$ cat src/rtl/core/mltq_pkg.sv
// Package for the multi-level task queue: sizes, codes, the pointer helper
// and the struct that carries the scheduling decision. No dependencies.
`timescale 1ns / 1ps

package mltq_pkg;

   localparam int LEVELS  = 3;
   localparam int DEPTH   = 32;
   localparam int PTR_W   = $clog2(DEPTH);
   localparam int SLOTS   = LEVELS * DEPTH;
   localparam int ADDR_W  = $clog2(SLOTS);
   localparam int LIDX_W  = (LEVELS > 1) ? $clog2(LEVELS) : 1;
   localparam int LEVEL_W = 2;
   localparam int WORD_W  = 32;
   localparam int SLOT_W  = 2 * WORD_W;

   typedef enum logic [1:0] {
      ST_ENQUEUED   = 2'd0,
      ST_DROPPED    = 2'd1,
      ST_DISPATCHED = 2'd2,
      ST_NONE       = 2'd3
   } status_type;

   typedef enum logic {
      ACT_ENQUEUE  = 1'b0,
      ACT_DISPATCH = 1'b1
   } action_type;

   typedef struct packed {
      logic               mem_wr;
      logic               mem_rd;
      status_type         status;
      logic [LEVEL_W-1:0] level;
      logic [ADDR_W-1:0]  addr;
   } sched_type;

   function automatic logic [PTR_W-1:0] ptr_advance(input logic [PTR_W-1:0] ptr);
      logic [PTR_W-1:0] nxt;
      if (ptr == PTR_W'(DEPTH - 1)) begin
         nxt = '0;
      end else begin
         nxt = ptr + PTR_W'(1);
      end
      return nxt;
   endfunction

endpackage

$ cat src/rtl/core/mltq_sched.sv
// Read and write pointers of every level plus the full, empty and priority
// decision for one word. Depends on mltq_pkg.
`timescale 1ns / 1ps

module mltq_sched (
   input  logic                          clock,
   input  logic                          reset,
   input  logic                          fire,
   input  mltq_pkg::action_type          action,
   input  logic [mltq_pkg::LEVEL_W-1:0]  level,
   output mltq_pkg::sched_type           sched
);
   import mltq_pkg::*;

   logic [PTR_W-1:0]  rd_ptr_ff [LEVELS];
   logic [PTR_W-1:0]  wr_ptr_ff [LEVELS];
   logic [PTR_W-1:0]  rd_ptr_in [LEVELS];
   logic [PTR_W-1:0]  wr_ptr_in [LEVELS];

   logic              found;
   logic              full;
   logic              lvl_ok;
   logic [LIDX_W-1:0] sel_lvl;
   logic [PTR_W-1:0]  sel_ptr;

   // Scan the levels: an enqueue looks at its own level, a dispatch takes the
   // lowest non-empty level at or above the requested one.
   always_comb begin
      found   = 1'b0;
      full    = 1'b0;
      lvl_ok  = 1'b0;
      sel_lvl = '0;
      sel_ptr = '0;
      for (int l = 0; l < LEVELS; l++) begin
         if (action == ACT_ENQUEUE) begin
            if (32'(level) == l) begin
               lvl_ok  = 1'b1;
               sel_lvl = LIDX_W'(l);
               sel_ptr = wr_ptr_ff[l];
               full    = (ptr_advance(wr_ptr_ff[l]) == rd_ptr_ff[l]);
            end
         end else begin
            if (!found && (l >= 32'(level)) && (rd_ptr_ff[l] != wr_ptr_ff[l])) begin
               found   = 1'b1;
               sel_lvl = LIDX_W'(l);
               sel_ptr = rd_ptr_ff[l];
            end
         end
      end

      sched.addr   = ADDR_W'(sel_lvl) * ADDR_W'(DEPTH) + ADDR_W'(sel_ptr);
      sched.level  = LEVEL_W'(sel_lvl);
      sched.mem_wr = (action == ACT_ENQUEUE) && lvl_ok && !full;
      sched.mem_rd = (action == ACT_DISPATCH) && found;
      if (action == ACT_ENQUEUE) begin
         sched.status = sched.mem_wr ? ST_ENQUEUED : ST_DROPPED;
      end else begin
         sched.status = found ? ST_DISPATCHED : ST_NONE;
      end
   end

   always_comb begin
      for (int l = 0; l < LEVELS; l++) begin
         rd_ptr_in[l] = rd_ptr_ff[l];
         wr_ptr_in[l] = wr_ptr_ff[l];
         if (fire && (32'(sel_lvl) == l)) begin
            if (sched.mem_wr) begin
               wr_ptr_in[l] = ptr_advance(wr_ptr_ff[l]);
            end
            if (sched.mem_rd) begin
               rd_ptr_in[l] = ptr_advance(rd_ptr_ff[l]);
            end
         end
      end
   end

   always_ff @(posedge clock) begin
      for (int l = 0; l < LEVELS; l++) begin
         if (reset) begin
            rd_ptr_ff[l] <= '0;
            wr_ptr_ff[l] <= '0;
         end else begin
            rd_ptr_ff[l] <= rd_ptr_in[l];
            wr_ptr_ff[l] <= wr_ptr_in[l];
         end
      end
   end

endmodule

$ cat config.mk
export PLATFORM = sky130hd
export DESIGN_NAME = mltq_sched
export DESIGN_NICKNAME = d
export VERILOG_FILES = /design/src/rtl/core/mltq_pkg.sv /design/src/rtl/core/mltq_sched.sv
export SDC_FILE = /design/constraint.sdc
export NUM_CORES = 1
export LEC_CHECK = 0
export ABC_AREA = 1
export BUFFER_PORTS_ARGS = -buffer_cell sky130_fd_sc_hd__buf_2
export CAP_MARGIN = 20
export CORE_UTILIZATION = 31
export CTS_CLUSTER_DIAMETER = 100
export DETAILED_ROUTE_END_ITERATION = 6
export HOLD_SLACK_MARGIN = 0.15
export PLACE_DENSITY = 0.45
export RECOVER_POWER = 25
export SYNTH_ARGS = -nofsm -noshare
export SYNTH_HDL_FRONTEND = slang
export SYNTH_SLANG_ARGS = --single-unit
$ cat constraint.sdc
create_clock -name clock -period 3.1 [get_ports clock]
set_clock_uncertainty 0.1 [all_clocks]
set_input_delay 0.465 -clock clock [delete_from_list [all_inputs] [get_ports clock]]
set_output_delay 0.465 -clock clock [all_outputs]
set_load 0.05 [all_outputs]
==> results, run 1 <==
- The flow ran to the end, and the final reports show no timing, DRC or antenna violations.
- The via count of the first global-routing pass was 2339.
- In this run the tightest slew margin relative to its limit is between 50% and 60%.
- The critical path in this run is classified as flip-flop to output pin.
- Pin placement for this block handled 19 I/O pins.
- The final setup violation count is 0.
- The total of max-cap violations is 0.
- Clock latency on the worst-skew pair, taken at its later pin, is 290 ps.
- The analysis attributes to cell leakage a power of approximately 1.4 nW.
- The post-synthesis cell count is about 420.
- Fill cells in the final layout number between 900 and 1000.
- The data arrival time of the worst path is 2310 ps.
- The highest clock rate is 0.348 GHz.
- After synthesis, the share of flip-flops with an asynchronous set or reset is 0%.
- The total die area is around 8800 sq um.
- Among all flip-flop cells after synthesis, the most frequent one is dfxtp_1.
- The number of nets in the synthesized netlist is 439.
- The net count of the finished layout is between 400 and 500.
- The post-route clock period utilization is between 90 and 100%.
- The number of antenna violations at the first check in global routing is 0.
- The clock tree from TritonCTS is yes.
- The placeable core region is between 8000 and 9000 sq um.
- The cell type with the largest total area after synthesis is dfxtp_1.
- The worst hold path passes through 2 cells.
- The maximum fanout encountered on the critical timing path is 6.
- Across the VDD grid, the largest voltage drop is 0.143 mV.
- After clock tree synthesis, the clock-pin slew on the worst setup and hold paths is around 70 ps.
- The H-tree generated during clock tree synthesis spans 2 levels.
- By area the synthesized netlist is led by dfxtp_1 (23%), nand2_1 (18%), nor2_1 (9.5%), inv_1 (7.5%), ha_1 (5.8%).
- The critical path depth is 10.
- The share of cells above drive strength 1 is 12.7%.
- Clock tree synthesis found a total of 30 sinks.
- Hold repair after CTS inserted 0 buffers.
- The pin count of the biggest net entering global routing is 21.
- The proportion of synthesized chip area in sequential cells is 23.1%.
- The detail-routed via count per cell is around 4.7.
- The remaining global-route overflow is 0.
- The worst setup path is captured at an output pin.
- The count of cell types in the netlist is 35.
- The floorplan has 33 rows.
- The routed length per placed instance is about 13 um.
- For this block, the via count after detailed routing is between 2000 and 3000.
- After routing the design area is about 2800 sq um.
- The max-slew violation count was 0.
- In the routed design, unresolved DRC markers number 0.
- The commonest cells after synthesis are nand2_1 (122), nor2_1 (66), inv_1 (52), dfxtp_1 (30).
- Wires add up to about 7200 um.
- The number of inserted diodes is 0.
- Power spread over the standard cell area amounts to 348 nW/um^2.
- The area growth from synthesis to layout is 7.80%.
- The effective utilization at floorplan is a little under a third.
- The average instance in the mapped netlist occupies 6.18 sq um.
- Walking the worst path, the cells encountered are inv_2 -> nand2_1 -> nand2_1 -> nor2_1 -> nand3_2 -> nand2_1 -> nand4_4 -> or2_2 -> nand3_1 -> buf_2.
- The worst min-delay path class is input pin to flip-flop.
- The worst path in the final design needs a cycle of ~2900 ps, including I/O delays and setup.
- At the end of routability-driven placement, the weighted congestion stood at approximately 0.85.
- The first-iteration detailed-routing DRC count is about 80.
- The worst setup path is launched from a flip-flop.
- The slowest stage of the critical path is the dfxtp_1 cell.
- The number of clock buffers added by TritonCTS is 5.
- The length in cells of the worst reg-to-reg path is 14.
- During placement, the flow inserted port buffers numbering 18.
- The final hold violation count came to 0.
- In this run the clock root is driven by a clkbuf_8.
- The family with the most delay on the worst path is simple AND/OR/NAND/NOR gates.
- Setup repair after global routing left no endpoint under its margin.
- The number of detailed-routing iterations run before antenna repair is 4.
- The overall routing resource usage is ~18%.
- The clock tree buffer depth is 2.
- The delay of the slowest cell on the worst path is 480 ps.
- Summing every instance area after synthesis gives 2600 sq um.
- The summed negative setup slack over all endpoints is 0 ps.
- The required time at the worst-slack endpoint is roughly 2500 ps.
- The number of synthesized register bits is 30.
- Counting both buffers and inverters, the worst setup path holds a total of 2.
- Yosys printed 0 warnings.
- The most frequent cell on the critical path is nand2_1.
- The area share of the leading cell type in the synthesized netlist is a little under a quarter.
- The number of flops mapped to enable cells by yosys is 0.
- Among all cell types in the netlist, the one instantiated most often is nand2_1.
- The first global-routing pass estimated about 12000 um of wire.
- The floorplan step set the die width to 93.6 um.
- The worst-case register-to-register setup slack is roughly 370 ps.
- The post-placement cell area is between 2000 and 3000 sq um.
- For the pin with the worst max-slew slack, the measured transition is about 710 ps.
- Once detailed placement completed, the half-perimeter wirelength came to 5590 um.
- The y dimension of the die is just over 90 um.
- Once detail routing completed, the nets flagged for antenna violations numbered 0.
## stage by stage
stage          total power, mW  cells  util, %  hold slack [ps]  setup slack, ps
3_3_place_gp             0.688    537     34.0              424              462
5_1_grt                   1.04    546     34.3              430             2.26
6_report                 0.975    546     34.3              428              227
2_1_floorplan            0.634    421        -              378              263
3_5_place_dp             0.685    537     34.0              418              420
4_1_cts                  0.997    544     34.9              426              111
## cells by family after synthesis
kind of cell	after synthesis	synth area share, %
and+or+nand+nor	258	48.1
DFF	30	23.1
adders and majority gates	12	5.77
xor gates and xnor gates	7	2.36
buffers and inverters	69	10.9
AOI/OAI and AO/OA	45	9.77
## metal layers
layer / global-route usage, % / part of all wire, %
met5: 0 / 0
met1: 24.9 / 52
met2: 27.3 / 43
met4: 4.49 / 0.93
met3: 3.41 / 3.8
## path summary, 6_finish.rpt
check	start	end
max	rd_ptr_ff[1][0]	sched[3]
max reg2reg	rd_ptr_ff[1][0]	wr_ptr_ff[0][2]
min reg2reg	rd_ptr_ff[0][3]	rd_ptr_ff[0][3]
min	reset	rd_ptr_ff[0][1]
## worst register-to-register path, stage by stage (launching register included)
cell,delay [ps]
dfxtp_1,480
inv_2,100
nand2_1,70
nand2_1,50
nor2_1,130
nand3_2,90
nand2_1,230
inv_4,40
nand2_1,160
nand2_1,210
nor2_1,540
nand3_4,220
nand2_1,110
nand2_1,50
nor2_1,100
## layout by cell type (no fill, tap or decap)
master	n
nand4_4	1
buf_6	1
inv_1	52
nand3_2	3
nor2_1	67
nand2_2	3
inv_2	8
o21bai_1	1
inv_4	1
clkbuf_1	3
nand2_1	126
nand4_1	15
nand3b_1	1
xnor2_1	3
xor2_1	4
a21oi_1	20
o221ai_1	4
nor2_4	1
clkbuf_8	5
o22ai_1	9
or2_2	3
buf_2	15
o21ai_0	11
nor3_1	5
clkbuf_4	1
ha_1	12
or2_1	1
nand2_4	2
dfxtp_1	30
nor2_2	5
and2_4	1
nand3_4	3
buf_4	3
nand3_1	21
## final cells by class
cell class / instances / area [sq um] / share of cell area, %
Multi-Input combinational cell: 322 / 1640 / 58.6
Sequential cell: 30 / 601 / 21.4
Inverter: 61 / 231 / 8.26
Tap cell: 105 / 131 / 4.69
Timing Repair Buffer: 21 / 120 / 4.29
Clock buffer: 7 / 76.3 / 2.72
## repair_timing
action                                  in CTS  in global routing
endpoints found under the setup margin       0                  2
buffers inserted                             0                  2
gates resized for setup                      0                  5
## sequential cells by signal (all words and copies together) (netlist names)
signal / cells
rd_ptr_ff: 15
wr_ptr_ff: 15
## report_power, final
part | total, mW | internal (mW) | switching (mW)
clock network | 0.304 | 0.154 | 0.150
registers | 0.415 | 0.398 | 0.0170
logic | 0.255 | 0.0737 | 0.181
No activity file was read; power rests on OpenSTA's default activity.
==> run 2: changes to the inputs <==
--- a/config.mk
+++ b/config.mk
@@ -13,7 +13,7 @@
 export DETAILED_ROUTE_END_ITERATION = 6
 export HOLD_SLACK_MARGIN = 0.15
 export PLACE_DENSITY = 0.45
-export RECOVER_POWER = 25
+export RECOVER_POWER = 100
 export SYNTH_ARGS = -nofsm -noshare
 export SYNTH_HDL_FRONTEND = slang
 export SYNTH_SLANG_ARGS = --single-unit
==> run 2 against run 1 <==
Compared with the run above:
- flip-flop and latch count stayed put
- sequential share of layout area increased by 0.21 points
- clock power decreased by 1%
==> results, run 2 (same netlist as run 1, synthesis figures left out) <==
- The flow ran to the end, and the final reports show no timing, DRC or antenna violations.
- The max-slew violation count is 0.
- At the pin with the least slew margin, the transition time is just over 700 ps.
- At the worst endpoint, the required time is around 2500 ps.
- In the layout the commonest cells are nand2_1 (127), nor2_1 (67), inv_1 (53).
- For this run, design rule violations remaining after detail routing come to 0.
- The initialized floorplan defines 33 standard-cell rows.
- On the worst path, the slowest cell contributes a delay of between 400 and 500 ps.
- The initial utilization of the core area, before any placement, comes to between 30% and 40%.
- In the final routed layout, each cell accounts on average for 13.1 um.
- The part of the total power dissipated in sequential elements is a little over two fifths.
- The proportion of total power due to net switching is between 30% and 40%.
- The clock tree buffer depth is 2.
- The total of max-cap violations is 0.
- Timing would allow up to 0.347 GHz.
- The post-route antenna net violation count is 0.
- The die covers 8760 sq um.
- The headroom to the max-slew limit is between 50% and 60%.
- TritonCTS built the clock tree.
- After routing the design area is roughly 2800 sq um.
- The overall routing resource usage is ~18%.
- The net switching power is around 0.34 mW.
- The largest voltage drop on the vdd net is 0.141 mV.
- The placer congestion estimate is 0.848.
- The pin count of the biggest net entering global routing is 21.
- Combinational logic is responsible for 25.9% of the overall power.
- The number of inserted diodes is 0.
- The shortest period the worst path allows is just under 3000 ps.
- The portion of total power attributed to the clock network is approximately 31%.
- The number of I/O pins is 19.
- Summed over all nets, the half-perimeter wirelength after detailed placement is roughly 5600 um.
- The horizontal die dimension is slightly above 90 um.
- The detail-routed via count per cell is about 4.7.
- Relative to the synthesized area, the layout overhead comes to 6.74%.
- The worst-case register-to-register setup slack is between 300 and 400 ps.
- Clock tree synthesis inserted a total of 5 buffers.
- The number of levels the H-tree was split into is 2.
- The summed negative setup slack over all endpoints is 0 ps.
- Summing all placed instances gives a cell area of between 2000 and 3000 sq um.
- The most frequent cell on the critical path is nand2_1.
- Setup repair after global routing left no endpoint under its margin.
- The clock latency at the later pin of the worst-skew pair is around 280 ps.
- The worst min-delay path class is flip-flop to flip-flop.
- The y dimension of the die is between 90 and 100 um.
- CTS placed an instance of clkbuf_8 at the clock tree root.
- The library cell used most frequently in the layout, excluding fill and tap cells, is nand2_1.
- The worst setup path is of the flip-flop to output pin kind.
- Clock-pin slew was measured on the worst setup and hold paths at 70 ps.
- The data arrival time of the worst path is about 2300 ps.
- The power per unit of standard cell area is between 300 and 400 nW/um^2.
- After the first detailed-routing iteration, the DRC count stood at 84.
- On the critical path, the stage with the largest delay is an instance of dfxtp_1.
- Before antenna repair, the detailed router went through 7 iterations.
- The remaining global-route overflow is 0.
- The largest registers in the layout are rd_ptr_ff x15, wr_ptr_ff x15.
- The maximum fanout encountered on the critical timing path is 6.
- After clock tree synthesis, the flow added hold-fix buffers numbering 0.
- The overall power consumption is around 0.96 mW.
- The total clock sinks is 30.
- The share of cells above drive strength 1 is around 12%.
- The final hold violation count was 0.
- The routed layout has 2576 vias.
- In this run the static leakage power is ~1.4 nW.
- The post-route clock period utilization is 93.0%.
- The internal power of the cells totals 0.623 mW.
- The worst setup path is launched from a flip-flop.
- Setup violations remaining at the end of the flow were counted as 0.
- The via count of the first global-routing pass is 2339.
- The endpoint type of the worst setup path is an output pin.
- The final wirelength is 7170 um.
- The number of antenna violations at the first check in global routing is 0.
- The number of nets in the layout is about 460.
- The signal on the critical path passes through inv_2 -> nand2_1 -> nand2_1 -> nor2_1 -> nand3_2 -> nand2_1 -> nand4_4 -> or2_2 -> nand3_1 -> clkbuf_2.
- Port buffering added 18 buffers.
- The core region is 8180 sq um.
- The first-pass GRT wire length is between 10000 and 15000 um.
run 2: layout make-up:
| type | count | area, sq um |
|---|---|---|
| flip-flops and latches | 30 | 601 |
| fillers | 954 | 5400 |
| multi-input cells | 322 | 1620 |
| clock buffers | 7 | 76.3 |
| inverters | 61 | 231 |
| well taps | 105 | 131 |
| repair buffers | 21 | 115 |
run 2: final timing paths:
kind                                   endpoint  cells after the start            start
worst max register to register  wr_ptr_ff[0][2]                     14  rd_ptr_ff[1][0]
worst max-delay path                   sched[3]                     10  rd_ptr_ff[1][0]
worst min-delay path            rd_ptr_ff[0][3]                      2  rd_ptr_ff[0][3]
worst min register to register  rd_ptr_ff[0][3]                      2  rd_ptr_ff[0][3]
run 2: metal layers:
layer / GRT usage (%) / vias to the layer above / part of all wire, %
met4: 4.49 / 0 / 0.42
li1: - / 1384 / -
met5: 0 / - / 0
met1: 24.9 / 1146 / 52
met3: 3.41 / 2 / 3.2
met2: 27.3 / 44 / 44
run 2: through the flow:
stage	std cells	worst slack (ps)	hold slack [ps]	util (%)
after global routing	546	2.95	430	33.9
final	546	216	428	33.9
after CTS	544	111	426	34.9
after detailed placement	537	420	418	34.0
after floorplan	421	263	378	-
after global placement	537	462	424	34.0
run 2: power by group through the flow:
stage | combinational, mW | clock [mW] | sequential, mW
5_1_grt | 0.279 | 0.334 | 0.416
3_3_place_gp | 0.265 | 0 | 0.423
4_1_cts | 0.264 | 0.319 | 0.414
6_report | 0.250 | 0.300 | 0.415
2_1_floorplan | 0.216 | 0 | 0.418
3_5_place_dp | 0.262 | 0 | 0.423
run 2: critical path, delay by kind of cell (launching register included):
| kind | cells | cell delay, ps |
|---|---|---|
| flip-flops | 1 | 480 |
| AND/OR/NAND/NOR | 8 | 1170 |
| buffers and inverters | 2 | 390 |
run 2: repair_timing:
item                       in CTS  in global routing
setup endpoints to repair       0                  2
setup buffers                   0                  2
resized for setup               0                  5
